$ cat config.mk
export PLATFORM = sky130hd
export DESIGN_NAME = tls_plaintext_record_deframer
export DESIGN_NICKNAME = d
export VERILOG_FILES = /design/src/rtl/tprd_pkg.sv /design/src/rtl/tprd_front.sv /design/src/rtl/tprd_queue.sv /design/src/rtl/tprd_back.sv /design/src/rtl/tls_plaintext_record_deframer.sv
export SDC_FILE = /design/constraint.sdc
export NUM_CORES = 1
export LEC_CHECK = 0
export BUFFER_PORTS_ARGS = -buffer_cell sky130_fd_sc_hd__buf_2
export CORE_UTILIZATION = 32
export CTS_CLUSTER_SIZE = 40
export DETAILED_ROUTE_END_ITERATION = 8
export SYNTH_ARGS = -nofsm -noshare
export SYNTH_HDL_FRONTEND = slang
export SYNTH_HIERARCHICAL = 1
export SYNTH_SLANG_ARGS = --single-unit
$ cat constraint.sdc
create_clock -name clock -period 5.59 [get_ports clock]
set_input_delay 1.118 -clock clock [delete_from_list [all_inputs] [get_ports clock]]
set_output_delay 1.118 -clock clock [all_outputs]
set_load 0.05 [all_outputs]
$ cat src/rtl/tprd_pkg.sv
// Shared types and constants for the TLS plaintext record deframer.
package tprd_pkg;

   localparam logic [7:0]  TYPE_CCS       = 8'd20;
   localparam logic [7:0]  TYPE_ALERT     = 8'd21;
   localparam logic [7:0]  TYPE_HANDSHAKE = 8'd22;
   localparam logic [7:0]  TYPE_APPDATA   = 8'd23;
   localparam logic [7:0]  CCS_VALUE      = 8'h01;
   localparam logic [15:0] MAX_FRAG_RESET = 16'h4000;

   localparam logic RESULT_PAYLOAD   = 1'b0;
   localparam logic RESULT_ERROR     = 1'b1;
   localparam logic RECORD_HANDSHAKE = 1'b0;
   localparam logic RECORD_ALERT     = 1'b1;

   localparam logic REG_SKIP_AT_START = 1'b0;
   localparam logic REG_MAX_FRAG_LEN  = 1'b1;

   typedef enum logic [2:0] {
      ERR_NONE  = 3'd0,
      ERR_TYPE  = 3'd1,
      ERR_LONG  = 3'd2,
      ERR_EMPTY = 3'd3,
      ERR_CCS   = 3'd4
   } err_code_type;

   typedef enum logic [2:0] {
      PH_HEADER,
      PH_PAYLOAD,
      PH_SKIP,
      PH_CCS_ONE,
      PH_CCS_BAD
   } phase_type;

   typedef struct packed {
      logic         result_kind;
      logic         record_kind;
      logic [7:0]   payload_byte;
      logic         last_in_record;
      logic [15:0]  record_version;
      err_code_type error_code;
   } rsp_type;

   typedef struct packed {
      logic        write_enable;
      logic        index;
      logic [15:0] write_data;
   } csr_write_type;

endpackage

$ cat src/rtl/tprd_front.sv
// Front end: header gathering, record checks and payload classification.
module tprd_front
   import tprd_pkg::*;
(
   input  logic          clock,
   input  logic          reset,
   input  logic          in_valid,
   input  logic [7:0]    in_byte,
   input  csr_write_type csr,
   output logic          push,
   output rsp_type       push_data
);

   phase_type    phase_ff, phase_in;
   logic [2:0]   hdr_cnt_ff, hdr_cnt_in;
   logic [7:0]   type_ff, type_in;
   logic [15:0]  version_ff, version_in;
   logic [15:0]  remain_ff, remain_in;
   logic         skip_ff, skip_in;
   logic         halt_ff, halt_in;
   logic [15:0]  max_len_ff, max_len_in;

   logic [15:0]  remain_dec;
   logic [15:0]  hdr_len;
   logic         pay_last;

   always_ff @(posedge clock) begin
      if (reset) begin
         phase_ff   <= PH_HEADER;
         hdr_cnt_ff <= '0;
         type_ff    <= '0;
         version_ff <= '0;
         remain_ff  <= '0;
         skip_ff    <= 1'b0;
         halt_ff    <= 1'b0;
         max_len_ff <= MAX_FRAG_RESET;
      end else begin
         phase_ff   <= phase_in;
         hdr_cnt_ff <= hdr_cnt_in;
         type_ff    <= type_in;
         version_ff <= version_in;
         remain_ff  <= remain_in;
         skip_ff    <= skip_in;
         halt_ff    <= halt_in;
         max_len_ff <= max_len_in;
      end
   end

   assign remain_dec = remain_ff - 16'd1;
   assign hdr_len    = {remain_ff[15:8], in_byte};
   assign pay_last   = (remain_ff <= 16'd1);

   always_comb begin
      phase_in   = phase_ff;
      hdr_cnt_in = hdr_cnt_ff;
      type_in    = type_ff;
      version_in = version_ff;
      remain_in  = remain_ff;
      skip_in    = skip_ff;
      halt_in    = halt_ff;
      max_len_in = max_len_ff;

      push                     = 1'b0;
      push_data                = '0;
      push_data.result_kind    = RESULT_PAYLOAD;
      push_data.record_kind    = RECORD_HANDSHAKE;
      push_data.record_version = version_ff;
      push_data.error_code     = ERR_NONE;

      if (in_valid && !halt_ff) begin
         case (phase_ff)
            PH_PAYLOAD: begin
               push                     = 1'b1;
               push_data.record_kind    = (type_ff == TYPE_ALERT) ? RECORD_ALERT
                                                                  : RECORD_HANDSHAKE;
               push_data.payload_byte   = in_byte;
               push_data.last_in_record = pay_last;
               remain_in                = remain_dec;
               if (pay_last) begin
                  phase_in = PH_HEADER;
               end
            end
            PH_SKIP: begin
               remain_in = remain_dec;
               if (remain_dec == 16'd0) begin
                  phase_in = PH_HEADER;
               end
            end
            PH_CCS_ONE: begin
               phase_in = PH_HEADER;
               if (in_byte != CCS_VALUE) begin
                  push                 = 1'b1;
                  push_data.result_kind = RESULT_ERROR;
                  push_data.error_code = ERR_CCS;
                  halt_in              = 1'b1;
               end
            end
            PH_CCS_BAD: begin
               remain_in = remain_dec;
               if (remain_dec == 16'd0) begin
                  push                  = 1'b1;
                  push_data.result_kind = RESULT_ERROR;
                  push_data.error_code  = ERR_CCS;
                  halt_in               = 1'b1;
                  phase_in              = PH_HEADER;
               end
            end
            default: begin
               phase_in = PH_HEADER;
               case (hdr_cnt_ff)
                  3'd0:    type_in    = in_byte;
                  3'd1:    version_in = {in_byte, 8'h00};
                  3'd2:    version_in = {version_ff[15:8], in_byte};
                  3'd3:    remain_in  = {in_byte, 8'h00};
                  default: remain_in  = hdr_len;
               endcase
               if (hdr_cnt_ff < 3'd4) begin
                  hdr_cnt_in = hdr_cnt_ff + 3'd1;
               end else begin
                  hdr_cnt_in = '0;
                  // header complete: judge it
                  if (skip_ff && type_ff == TYPE_APPDATA) begin
                     if (hdr_len != 16'd0) begin
                        phase_in = PH_SKIP;
                     end
                  end else begin
                     if (skip_ff && type_ff != TYPE_CCS) begin
                        skip_in = 1'b0;
                     end
                     if (!(type_ff inside {TYPE_HANDSHAKE, TYPE_ALERT, TYPE_CCS})) begin
                        push                  = 1'b1;
                        push_data.result_kind = RESULT_ERROR;
                        push_data.error_code  = ERR_TYPE;
                        halt_in               = 1'b1;
                     end else if (hdr_len > max_len_ff) begin
                        push                  = 1'b1;
                        push_data.result_kind = RESULT_ERROR;
                        push_data.error_code  = ERR_LONG;
                        halt_in               = 1'b1;
                     end else if (hdr_len == 16'd0) begin
                        push                  = 1'b1;
                        push_data.result_kind = RESULT_ERROR;
                        push_data.error_code  = ERR_EMPTY;
                        halt_in               = 1'b1;
                     end else if (type_ff == TYPE_CCS) begin
                        phase_in = (hdr_len == 16'd1) ? PH_CCS_ONE : PH_CCS_BAD;
                     end else begin
                        phase_in = PH_PAYLOAD;
                     end
                  end
               end
            end
         endcase
      end

      // register writes must arrive only while idle; the block does not enforce it
      if (csr.write_enable) begin
         case (csr.index)
            REG_SKIP_AT_START: skip_in    = csr.write_data[0];
            REG_MAX_FRAG_LEN:  max_len_in = csr.write_data;
            default:           max_len_in = max_len_ff;
         endcase
      end
   end

   // an error report halts the parser on the next cycle
   assert property (@(posedge clock) disable iff (reset)
      push && push_data.result_kind == RESULT_ERROR |=> halt_ff)
      else $error("error report did not halt the parser");

   assert property (@(posedge clock) disable iff (reset)
      halt_ff |-> !push)
      else $error("request produced a result while halted");

   assert property (@(posedge clock) disable iff (reset)
      in_valid && !halt_ff && phase_ff == PH_PAYLOAD |-> push)
      else $error("payload byte dropped");

endmodule

$ cat src/rtl/tprd_queue.sv
// Short result queue between the parser and the output stage.
module tprd_queue
   import tprd_pkg::*;
#(
   parameter int DEPTH = 4
)
(
   input  logic    clock,
   input  logic    reset,
   input  logic    push,
   input  rsp_type push_data,
   input  logic    pop,
   output rsp_type head,
   output logic    empty,
   output logic    full
);

   localparam int PTR_W = (DEPTH > 1) ? $clog2(DEPTH) : 1;
   localparam int CNT_W = $clog2(DEPTH + 1);
   localparam logic [PTR_W-1:0] LAST_PTR = PTR_W'(DEPTH - 1);
   localparam logic [CNT_W-1:0] FULL_CNT = CNT_W'(DEPTH);

   rsp_type           store_ff [DEPTH];
   logic [PTR_W-1:0]  wr_ptr_ff, wr_ptr_in;
   logic [PTR_W-1:0]  rd_ptr_ff, rd_ptr_in;
   logic [CNT_W-1:0]  count_ff, count_in;
   logic              do_push, do_pop;

   assign empty   = (count_ff == '0);
   assign full    = (count_ff == FULL_CNT);
   assign do_push = push && !full;
   assign do_pop  = pop && !empty;
   assign head    = store_ff[rd_ptr_ff];

   always_comb begin
      wr_ptr_in = wr_ptr_ff;
      rd_ptr_in = rd_ptr_ff;
      count_in  = count_ff;
      if (do_push) begin
         wr_ptr_in = (wr_ptr_ff == LAST_PTR) ? '0 : wr_ptr_ff + PTR_W'(1);
      end
      if (do_pop) begin
         rd_ptr_in = (rd_ptr_ff == LAST_PTR) ? '0 : rd_ptr_ff + PTR_W'(1);
      end
      if (do_push && !do_pop) begin
         count_in = count_ff + CNT_W'(1);
      end else if (do_pop && !do_push) begin
         count_in = count_ff - CNT_W'(1);
      end
   end

   always_ff @(posedge clock) begin
      if (reset) begin
         wr_ptr_ff <= '0;
         rd_ptr_ff <= '0;
         count_ff  <= '0;
      end else begin
         wr_ptr_ff <= wr_ptr_in;
         rd_ptr_ff <= rd_ptr_in;
         count_ff  <= count_in;
      end
   end

   always_ff @(posedge clock) begin
      if (do_push) begin
         store_ff[wr_ptr_ff] <= push_data;
      end
   end

   assert property (@(posedge clock) disable iff (reset)
      push |-> !full)
      else $error("result pushed into a full queue");

endmodule

$ cat src/rtl/tprd_back.sv
// Back end: output register that presents queued results on the response channel.
module tprd_back
   import tprd_pkg::*;
(
   input  logic    clock,
   input  logic    reset,
   input  rsp_type head,
   input  logic    empty,
   output logic    pop,
   input  logic    out_ready,
   output logic    out_valid,
   output rsp_type out_data
);

   logic    valid_ff, valid_in;
   rsp_type data_ff, data_in;
   logic    load;

   // refill when the register is empty or its result is taken this cycle
   assign load     = !valid_ff || out_ready;
   assign pop      = load && !empty;
   assign valid_in = load ? !empty : valid_ff;
   assign data_in  = pop ? head : data_ff;

   always_ff @(posedge clock) begin
      if (reset) begin
         valid_ff <= 1'b0;
      end else begin
         valid_ff <= valid_in;
      end
   end

   always_ff @(posedge clock) begin
      data_ff <= data_in;
   end

   assign out_valid = valid_ff;
   assign out_data  = data_ff;

endmodule

$ cat src/rtl/tls_plaintext_record_deframer.sv
// TLS plaintext record deframer: top level.
//
// Requests carry one stream byte each (req_valid/req_ready). The block gathers
// the 5-byte record header, checks it, and emits handshake and alert payload
// bytes on the response channel (rsp_valid/rsp_ready), tagged with record kind,
// record version and a last-of-record flag. Headers, skipped application data
// and a good change-cipher-spec byte produce no response. The first error is
// reported once as a response with result_kind set; afterwards every request
// is accepted and dropped until reset.
// Throughput: one byte per cycle while req_ready is high; the parser does one
// small compare/decrement per byte. A payload byte passes from the parser
// through the queue and the output register to rsp.
// When the receiver stalls, results collect in a QUEUE_DEPTH-entry queue; once
// it is full, req_ready drops until the output side drains.
// Registers (csr_write_enable, csr_index, csr_write_data) must be written while
// idle, not enforced; writing skip_encrypted_at_start loads the live skip flag.
// Reset (synchronous, active high) returns to the header phase with skipping
// off and max_fragment_length at 16384; the queue and output register empty.
module tls_plaintext_record_deframer
   import tprd_pkg::*;
#(
   parameter int QUEUE_DEPTH = 4
)
(
   input  logic        clock,
   input  logic        reset,
   input  logic        req_valid,
   output logic        req_ready,
   input  logic [7:0]  req_stream_byte,
   output logic        rsp_valid,
   input  logic        rsp_ready,
   output logic        rsp_result_kind,
   output logic        rsp_record_kind,
   output logic [7:0]  rsp_payload_byte,
   output logic        rsp_last_in_record,
   output logic [15:0] rsp_record_version,
   output logic [2:0]  rsp_error_code,
   input  logic        csr_write_enable,
   input  logic        csr_index,
   input  logic [15:0] csr_write_data
);

   csr_write_type csr;
   logic          push, pop, q_empty, q_full, req_accept;
   rsp_type       push_data, q_head, out_data;

   assign csr.write_enable = csr_write_enable;
   assign csr.index        = csr_index;
   assign csr.write_data   = csr_write_data;

   assign req_ready  = !q_full;
   assign req_accept = req_valid && req_ready;

   tprd_front u_front (
      .clock     (clock),
      .reset     (reset),
      .in_valid  (req_accept),
      .in_byte   (req_stream_byte),
      .csr       (csr),
      .push      (push),
      .push_data (push_data)
   );

   tprd_queue #(
      .DEPTH (QUEUE_DEPTH)
   ) u_queue (
      .clock     (clock),
      .reset     (reset),
      .push      (push),
      .push_data (push_data),
      .pop       (pop),
      .head      (q_head),
      .empty     (q_empty),
      .full      (q_full)
   );

   tprd_back u_back (
      .clock     (clock),
      .reset     (reset),
      .head      (q_head),
      .empty     (q_empty),
      .pop       (pop),
      .out_ready (rsp_ready),
      .out_valid (rsp_valid),
      .out_data  (out_data)
   );

   assign rsp_result_kind    = out_data.result_kind;
   assign rsp_record_kind    = out_data.record_kind;
   assign rsp_payload_byte   = out_data.payload_byte;
   assign rsp_last_in_record = out_data.last_in_record;
   assign rsp_record_version = out_data.record_version;
   assign rsp_error_code     = out_data.error_code;

endmodule
# [Word level (Yosys, flattened, before mapping)]
# Memories as Yosys holds them, arrays and structs flattened. A register that Yosys moved wholly into a read port is not among the register bits.
# Cells that the tools add are included.
[classes] add_sub_neg=6 eq_ne=25 n_bitwise=4 order_cmp=3 muxes=58 n_reduce_logical=39
[ops] op="one-hot mux 16 bit (2 select lines)" n=3
[ops] op="2-to-1 mux 3 bit" n=19
[ops] op="== test 8 x 5 -> 1 bit, second input constant" n=4
[ops] op="zero test 16 bit" n=2
[ops] op="2-to-1 mux 1 bit" n=25
[ops] op="one-hot mux 3 bit (3 select lines)" n=2
[ops] op="== test 16 x 1 -> 1 bit, second input constant" n=1
[ops] op="greater-than comparator 16 bit" n=1
[ops] op="less-or-equal comparator 16 x 1 -> 1 bit, second input constant" n=1
[ops] op="nonzero test 16 bit" n=1
[ops] op="subtractor 16 x 1 -> 16 bit, second input constant" n=1
[ops] op="== test 3 x 2 -> 1 bit, second input constant" n=4
[ops] op="AND reduction 3 bit" n=4
[ops] op="2-to-1 mux 11 bit" n=1
[ops] op="2-to-1 mux 10 bit" n=1
[ops] op="logical AND 1 bit" n=9
[ops] op="2-to-1 mux 2 bit" n=4
[ops] op="!= test 2 x 1 -> 1 bit, second input constant" n=4
[ops] op="!= test 8 x 1 -> 1 bit, second input constant" n=1
[ops] op="!= test 8 x 5 -> 1 bit, second input constant" n=1
[ops] op="AND reduction 4 bit" n=2
[ops] op="AND reduction 7 bit" n=1
[ops] op="adder 3 x 1 -> 3 bit, second input constant" n=2
[ops] op="== test 3 x 1 -> 1 bit, second input constant" n=2
[ops] op="20 further kinds" n=39
[word_totals] ramBits=120 regBits=72 inputBits=30 n_memories=1
[memory_table] memory="u_queue.store_ff" depth=4 word_bits=30 read_ports=1 rd_clocked_by_memory_dff=1 wr=1 line_no="tprd_queue.sv:23" text="rsp_type store_ff [DEPTH];"

# [Logic depth before layout (Yosys ltp)]
# Gate-level depths: netlist (run 1).
[depth] word_depth=13 ltp_mapped=17 ltp_nobuf=16

# [Modules after synthesis]
# Netlist (run 1), hierarchy kept.
[modules_own_cells] module="tprd_queue" cells_per_inst=206 area_per_inst_um2=4808.4 instances=1 seq_area_each_um2=3783.6
[modules_own_cells] module="tprd_front" cells_per_inst=496 area_per_inst_um2=3829.9 instances=1 seq_area_each_um2=1281.2
[modules_own_cells] module="tprd_back" cells_per_inst=34 area_per_inst_um2=957.2 instances=1 seq_area_each_um2=920.9
[modules_own_cells] module="tls_plaintext_record_deframer" cells_per_inst=2 area_per_inst_um2=10.0 instances=1 seq_area_each_um2=0.0

# [Worst setup path after synthesis (run 1)]
# Ideal clock, no wire load.
[synth_path] kind="flip-flop to flip-flop" from="register u_front.remain_ff[0]" to="register u_queue.count_ff[2]" path_stages_with_launch=18 synth_period_minus_slack_ns=4.395 path_buffers=1 setup_slack_ns=1.195 t_arrival_ns=4.325 cell_sequence="dfxtp_1 -> inv_1 -> ha_1 -> or4b_1 -> buf_2 -> or3b_1 -> a211o_1 -> a2111oi_4 -> a31oi_1 -> a31oi_1 -> bufinv_8 -> nor2_2 -> ha_1 -> inv_1 -> fa_1 -> xor2_1 -> or3_1 -> a21oi_1"
[synth_between] elab_chain_len=9
[synth_rtl] item="start: declaration" line_no="tprd_front.sv:18" text="logic [15:0] remain_ff, remain_in;"
[synth_rtl] item="start signal: assignment" line_no="tprd_front.sv:42" text="remain_ff <= remain_in;"
[synth_rtl] item="subtractor 16 x 1 -> 16 bit (*)" line_no="tprd_front.sv:49" text="assign remain_dec = remain_ff - 16'd1;"
[synth_rtl] item="zero test 16 bit (*)" line_no="tprd_front.sv:100" text="if (remain_dec == 16'd0) begin"
[synth_rtl] item="2-to-1 mux 1 bit (*)" line_no="tprd_front.sv:100"
[synth_rtl] item="one-hot mux 1 bit (4 select lines) (*)" line_no="tprd_front.sv:71" text="case (phase_ff)"
[synth_rtl] item="2-to-1 mux 1 bit (*)" line_no="tprd_front.sv:70" text="if (in_valid && !halt_ff) begin"
[synth_rtl] item="via push" line_no="tls_plaintext_record_deframer.sv:44" text="logic push, pop, q_empty, q_full, req_accept;"
[synth_rtl] item="logical AND 1 bit (*)" line_no="tprd_queue.sv:31" text="assign do_push = push && !full;"
[synth_rtl] item="via u_queue.do_push" line_no="tprd_queue.sv:27" text="logic do_push, do_pop;"
[synth_rtl] item="zero test 1 bit" line_no="tprd_queue.sv:47" text="end else if (do_pop && !do_push) begin"
[synth_rtl] item="logical AND 1 bit" line_no="tprd_queue.sv:47"
[synth_rtl] item="nonzero test 2 bit (no source line)"
[synth_rtl] item="end signal: assignment" line_no="tprd_queue.sv:60" text="count_ff <= count_in;"
[synth_rtl] item="end: declaration" line_no="tprd_queue.sv:26" text="logic [CNT_W-1:0] count_ff, count_in;"
# The timed path passes the listed nets; every way through them passes the cells marked *.
# A chain may end at the register's enable or synchronous reset.

# [Worst setup path in the final report (run 1)]
# Same ends and word-level chain as after synthesis.

==> results.md, run 1 <==
- Status: completed
- Dpl cell area: approximately 10000 sq um
- Psw: 801 uW
- Clk root buf: clkbuf_16
- Syn Nets: 798
- Final GP Congestion: 0.831
- Syn_area_per_cell: between 10 and 15 sq um
- Starting density of the core: 0.325
- Gate power share: 0.062
- HP Class: flop to flop
- Num Clock Sinks: around 220
- Die width: between 150 and 200 um
- Via count: ~6000
- Sw Ratio: 0.222
- Routed wire length per instance: roughly 17 um
- Clk pwr share: 0.440
- Peak supply drop: approximately 0.19 mV
- Vias in the first global route: around 5700
- Register area share after synthesis: 0.623
- Overall routing resource usage: 0.133
- Final net count: ~860
- Crit path DAT: 5.47 ns
- Pwr dens: approximately 320 nW/um^2
- Crit Path Max Fanout: 12
- Max incr delay on CP: 0.64 ns
- Share of flip-flops with an asynchronous set or reset: 0
- Full die area: 30700 sq um
- CTS buffer count: 24
- Core area: ~30000 sq um
- Cell internal pwr: 2.81 mW
- Fin util: 0.376
- Fmax: just under 200 MHz
- Row count: 63
- Hold_ws: around 0.45 ns
- Crit path time final: ~5 ns
- Layout cells sized above 1: 0.183
- Slowest-stage cell, CP: or4b_1
- CTS max path bufs: 3
- R2r startpoint: u_front/remain_ff[0]$_SDFFE_PP0P_
- Max Cap Viol: 0
- Tcrit/Tclk final: 0.899
- Latest clock arrival within the worst-skew pair: 0.52 ns
- Rel. slew slack: 0.404
- CTS tree: done
- Leakage: around 3.8 nW
- Final ANT Viol Nets: 0
- Grt ovf: 0
- Die Height: approximately 180 um
- EDFF count, synth: 150
- Sequential power share: 0.498
- Hold_sp: u_front/max_len_ff[2]$_SDFFE_PP0P_
- Largest net degree at the start of global routing: 41
- # diodes: 0
- Crit-path cells: inv_1 > ha_1 > or4b_1 > or3b_1 > a211o_1 > a2111oi_4 > a31oi_1 > a31oi_1 > bufinv_8 > nor2_2 > ha_1 > inv_1 > fa_1 > xor2_1 > or3_1 > a21oi_1
- Yosys cell types: 62
- # DRC: 0
- Type of element launching the critical path: flop
- H-tree levels: 1
- Critical path capture point type: flop
- Global-route wire length before repair: roughly 32 mm
- Placed insts: about 1200
- Skew final: ~0.022 ns
- Final setup fails: 0
- Fin area: between 10000 and 15000 sq um
- Initial drt markers: 451
- Slew Viols, Final: 0
- Buf+Inv Stages, Crit Path: 3
- Worst-path clk slew: 0.06 ns
- RSZ-0062 raised after global routing: false
- Finished Layout Cells: roughly 1200
- Dpl hpwl: approximately 13 mm
- Vias/cell: between 4 and 5
- Worst path top cell family by delay: simple AND/OR/NAND/NOR gates
- Yosys warnings: 6
- Post-synthesis instance area: ~9600 sq um
- Worst setup path start: u_front/remain_ff[0]$_SDFFE_PP0P_
- Pre-CTS setup slack: between 0.5 and 0.6 ns
- Fin. Hold Viols: 0
- Kind of critical path: flop to flop
- Area Overhead vs Synth: 15.7%
- Postcts setup bufs: 0
- Setup TNS: 0 ns
- Post-Syn Instances: around 740
- PostCTS Resize Cnt: 0
- Synth Register Bits: around 220
- Initial antenna violation count: 0
- Top FF cell, synth: edfxtp_1
- DR pass1 iterations: 6
- Port buffer count: 61
- Slew @ Worst Pin: between 0.8 and 0.9 ns
- Req. time, crit path: between 6 and 7 ns
- I/O Pins: 62
- Hold_buf cts: 0
- Total Wirelength: 20.3 mm
- Final worst slack: approximately 0.56 ns
- Overall power: about 3.6 mW
-- flip-flops by register name (all words and copies together), names as in the netlist, named ones only --
signal / flops
u_queue/store_ff: 120
u_back/out_data: 30
u_front/max_len_ff: 16
u_front/remain_ff: 16
u_front/version_ff: 16
u_front/type_ff: 8
u_front/hdr_cnt_ff: 3
u_front/phase_ff: 3
u_queue/count_ff: 3
u_queue/rd_ptr_ff: 2
u_queue/wr_ptr_ff: 2
u_back/out_valid: 1
u_front/halt_ff: 1
u_front/skip_ff: 1
-- power groups by stage --
stage | logic (mW) | registers (mW) | clock network (mW)
global route | 0.249 | 1.80 | 1.69
CTS | 0.223 | 1.80 | 1.64
finish | 0.224 | 1.80 | 1.59
floorplan | 0.160 | 1.83 | 0
detailed placement | 0.221 | 1.83 | 0
global placement | 0.222 | 1.83 | 0
-- kinds of logic (layout without fill, tap and decap cells) --
family	Yosys count	count (layout)	share of synthesized area
AOI/OAI and AO/OA	121	121	0.0844
xor gates and xnor gates	12	12	0.0109
adders and majority gates	30	30	0.0399
muxes	50	50	0.0912
buffers and inverters	71	148	0.0313
DFF	224	224	0.623
and+or+nand+nor	230	230	0.119
-- placed cells by master, fill, tap and decap left out, types with 3 or more instances in the layout --
cell type / n
nand3b_1: 4
nor4_1: 8
mux4_2: 30
nor2b_1: 10
clkbuf_1: 9
buf_2: 61
mux2i_1: 20
o31a_1: 4
nand4_1: 4
nand2_1: 66
a21oi_1: 44
a211oi_1: 12
nand2b_1: 4
nor3_1: 16
or3_1: 7
and2_1: 11
a21o_1: 3
o31ai_1: 4
dfxtp_1: 72
a31oi_1: 3
o21ai_0: 15
a221oi_1: 3
or4_1: 4
xnor2_1: 3
and4_1: 3
xor2_1: 9
bufinv_16: 3
nor2_1: 57
edfxtp_1: 150
clkinv_2: 5
a22oi_1: 9
clkbuf_16: 24
ha_1: 29
nand3_1: 17
inv_1: 32
buf_4: 9
o2bb2ai_1: 4
and3_1: 7
-- worst paths after layout --
kind,depth (start not counted),slack [ns],to
max,16,0.56,u_queue/count_ff[2]$_SDFFE_PP0P_
min,2,0.45,u_front/max_len_ff[2]$_SDFFE_PP0P_
max reg2reg,16,0.56,u_queue/count_ff[2]$_SDFFE_PP0P_
min reg2reg,2,0.45,u_front/max_len_ff[2]$_SDFFE_PP0P_
-- area by class of cell --
cell class                 count  area, sq um
fill                        2836        18500
sequential                   224         5990
multi-input combinational    443         3330
clock buffer                  34          648
tap                          390          488
timing repair buffer          70          373
inverter                      34          146
clock inverter                10          140
-- synthesized netlist by cell type (all sizes together), types with 4 or more instances --
library cell | instances | share of area
a21oi | 45 | 0.024
o21ai | 17 | 0.0089
o2bb2ai | 4 | 0.0036
nand3b | 4 | 0.0031
nor2b | 11 | 0.0079
nor4 | 8 | 0.0052
xor2 | 9 | 0.0082
dfxtp | 74 | 0.15
a22oi | 9 | 0.0070
mux2i | 20 | 0.021
or4 | 4 | 0.0031
o31a | 4 | 0.0036
nor2 | 58 | 0.023
buf | 8 | 0.0047
nand2b | 5 | 0.0040
and3 | 7 | 0.0046
a211oi | 12 | 0.0094
nand3 | 17 | 0.0089
nand2 | 66 | 0.026
edfxtp | 150 | 0.47
o31ai | 6 | 0.0057
nand4 | 4 | 0.0026
nor3 | 16 | 0.0083
and2 | 11 | 0.0072
mux4 | 30 | 0.070
or3 | 7 | 0.0046
clkbuf | 29 | 0.011
ha | 29 | 0.038
inv | 32 | 0.013
-- worst reg2reg max path: cells and delay by family, from the launching register on --
| kind | cells | cell delay [ns] |
|---|---|---|
| AND/OR/NAND/NOR | 4 | 1.49 |
| flip-flops | 1 | 0.39 |
| XOR/XNOR | 1 | 0.17 |
| buffers and inverters | 3 | 0.45 |
| adder cells (fa/ha/maj) | 3 | 0.99 |
| AO/OA/AOI/OAI | 5 | 1.47 |
-- layer usage --
layer	track usage	vias to the layer above	share of wire
met4	0.0326	0	0.019
met1	0.185	2918	0.46
li1	-	2876	-
met3	0.0253	27	0.066
met2	0.212	200	0.46
met5	0	-	0
Note: power is estimated with default switching activity, not from simulation.
==> inputs of run 2 (changes only) <==
--- a/config.mk
+++ b/config.mk
@@ -7,6 +7,7 @@
 export LEC_CHECK = 0
 export BUFFER_PORTS_ARGS = -buffer_cell sky130_fd_sc_hd__buf_2
 export CORE_UTILIZATION = 32
+export CTS_BUF_LIST = sky130_fd_sc_hd__clkbuf_4 sky130_fd_sc_hd__clkbuf_8 sky130_fd_sc_hd__clkbuf_16
 export CTS_CLUSTER_SIZE = 40
 export DETAILED_ROUTE_END_ITERATION = 8
 export SYNTH_ARGS = -nofsm -noshare
==> run 2 against run 1 <==
  * Die area stayed put
  * Setup slack hardly changed
  * Cell count stayed put
  * Routed wire length hardly changed
  * Clock skew hardly changed
  * Sequential share of layout area is 0.16 points lower
  * Utilization is 0.11 points higher
  * Register-to-register slack hardly changed
  * Combinational power hardly changed
  * Largest power group unchanged
==> results.md, run 2 (same netlist as run 1, synthesis figures left out) <==
- Hold_buf cts: 0
- Routed wire length per instance: 16.9 um
- Fin. Hold Viols: 0
- Worst-path clk slew: around 0.06 ns
- Dpl hpwl: about 13 mm
- CTS max path bufs: 3
- Req. time, crit path: 6.03 ns
- Area Overhead vs Synth: 16.0%
- Number of flip-flops in the largest register: 120
- Max incr delay on CP: ~0.64 ns
- Initial drt markers: 376
- Critical path capture point type: flop
- Final setup fails: 0
- Status: completed
- PostCTS Resize Cnt: 0
- Die Height: about 180 um
- I/O Pins: 62
- Via count: between 6000 and 7000
- Commonest non-fill, non-tap cell in the layout: edfxtp_1
- Num Clock Sinks: around 220
- Row count: 63
- Peak supply drop: around 0.19 mV
- Layout cells sized above 1: 0.194
- Type of element launching the critical path: flop
- Vias/cell: around 5.0
- Crit path time final: 5.03 ns
- Crit Path Max Fanout: 12
- Fin area: ~11000 sq um
- Final worst slack: around 0.56 ns
- Final ANT Viol Nets: 0
- Pwr dens: 328 nW/um^2
- Full die area: just over 30000 sq um
- Tcrit/Tclk final: 0.899
- # DRC: 0
- # diodes: 0
- Die width: about 180 um
- Slowest-stage cell, CP: or4b_1
- Starting density of the core: 0.325
- Core area: approximately 30000 sq um
- CTS buffer count: 24
- Dpl cell area: between 10000 and 15000 sq um
- Buf+Inv Stages, Crit Path: 3
- Rel. slew slack: 0.398
- Fin util: 0.377
- Overall routing resource usage: 0.133
- Register name with the most flops: u_queue/store_ff
- Grt ovf: 0
- Final net count: 857
- Placed insts: ~1200
- Pre-CTS setup slack: between 0.5 and 0.6 ns
- Final GP Congestion: roughly 0.83
- Largest net degree at the start of global routing: 41
- Initial antenna violation count: 0
- HP Class: flop to flop
- Latest clock arrival within the worst-skew pair: 0.52 ns
- Slew Viols, Final: 0
- Commonest cells after routing, fill and taps aside: 150 x edfxtp_1, 72 x dfxtp_1, 66 x nand2_1
- Total Wirelength: approximately 20 mm
- RSZ-0062 raised after global routing: false
- Kind of critical path: flop to flop
- Worst path top cell family by delay: simple AND/OR/NAND/NOR gates
- Finished Layout Cells: ~1200
- Port buffer count: roughly 60
- Crit-path cells: inv_1 > ha_1 > or4b_1 > or3b_1 > a211o_1 > a2111oi_4 > a31oi_1 > a31oi_1 > bufinv_8 > nor2_2 > ha_1 > inv_1 > fa_1 > xor2_1 > or3_1 > a21oi_1
- Vias in the first global route: 5748
- Crit path DAT: between 5 and 6 ns
- CTS tree: done
- DR pass1 iterations: 5
- Clk root buf: clkbuf_16
- Overall power: between 3 and 4 mW
- Slew @ Worst Pin: 0.896 ns
- Setup TNS: 0 ns
- Hold_ws: 0.453 ns
- Leakage: ~3.8 nW
- Fmax: 199 MHz
- Max Cap Viol: 0
- H-tree levels: 1
- Global-route wire length before repair: ~32 mm
- Postcts setup bufs: 0
- Skew final: approximately 0.022 ns
-- run 2: cell counts in the layout (fill, tap and decap cells not counted) --
No cell type changed its count.
-- run 2: layer usage --
layer | track usage | share of wire
met5 | 0 | 0
met1 | 0.185 | 0.46
met4 | 0.0326 | 0.019
met2 | 0.212 | 0.46
met3 | 0.0253 | 0.062
-- run 2: final cells by class --
type	instances	area (sq um)
fill	2830	18400
timing repair buffer	70	373
multi-input combinational	443	3330
tap	390	488
clock inverter	10	140
clock buffer	34	682
inverter	34	146
sequential	224	5990
-- run 2: report_power, final --
group	leakage (nW)	switching [mW]	total, mW	internal (mW)
logic	1.42	0.141	0.224	0.0825
clock network	0.418	0.639	1.63	0.994
registers	1.98	0.0221	1.80	1.77
-- run 2: path summary, 6_finish.rpt --
check / startpoint / endpoint / slack, ns / cells past startpoint
max reg2reg: u_front/remain_ff[0]$_SDFFE_PP0P_ / u_queue/count_ff[2]$_SDFFE_PP0P_ / 0.56 / 16
min: u_front/max_len_ff[2]$_SDFFE_PP0P_ / u_front/max_len_ff[2]$_SDFFE_PP0P_ / 0.45 / 2
max: u_front/remain_ff[0]$_SDFFE_PP0P_ / u_queue/count_ff[2]$_SDFFE_PP0P_ / 0.56 / 16
min reg2reg: u_front/max_len_ff[2]$_SDFFE_PP0P_ / u_front/max_len_ff[2]$_SDFFE_PP0P_ / 0.45 / 2
-- run 2: worst register-to-register path: cells and delay by family, from the launching register on --
| family | cells | cell delay [ns] |
|---|---|---|
| adder cells (fa/ha/maj) | 3 | 0.99 |
| XOR/XNOR | 1 | 0.17 |
| AND/OR/NAND/NOR | 4 | 1.49 |
| buffers and inverters | 3 | 0.45 |
| flip-flops | 1 | 0.39 |
| AO/OA/AOI/OAI | 5 | 1.47 |
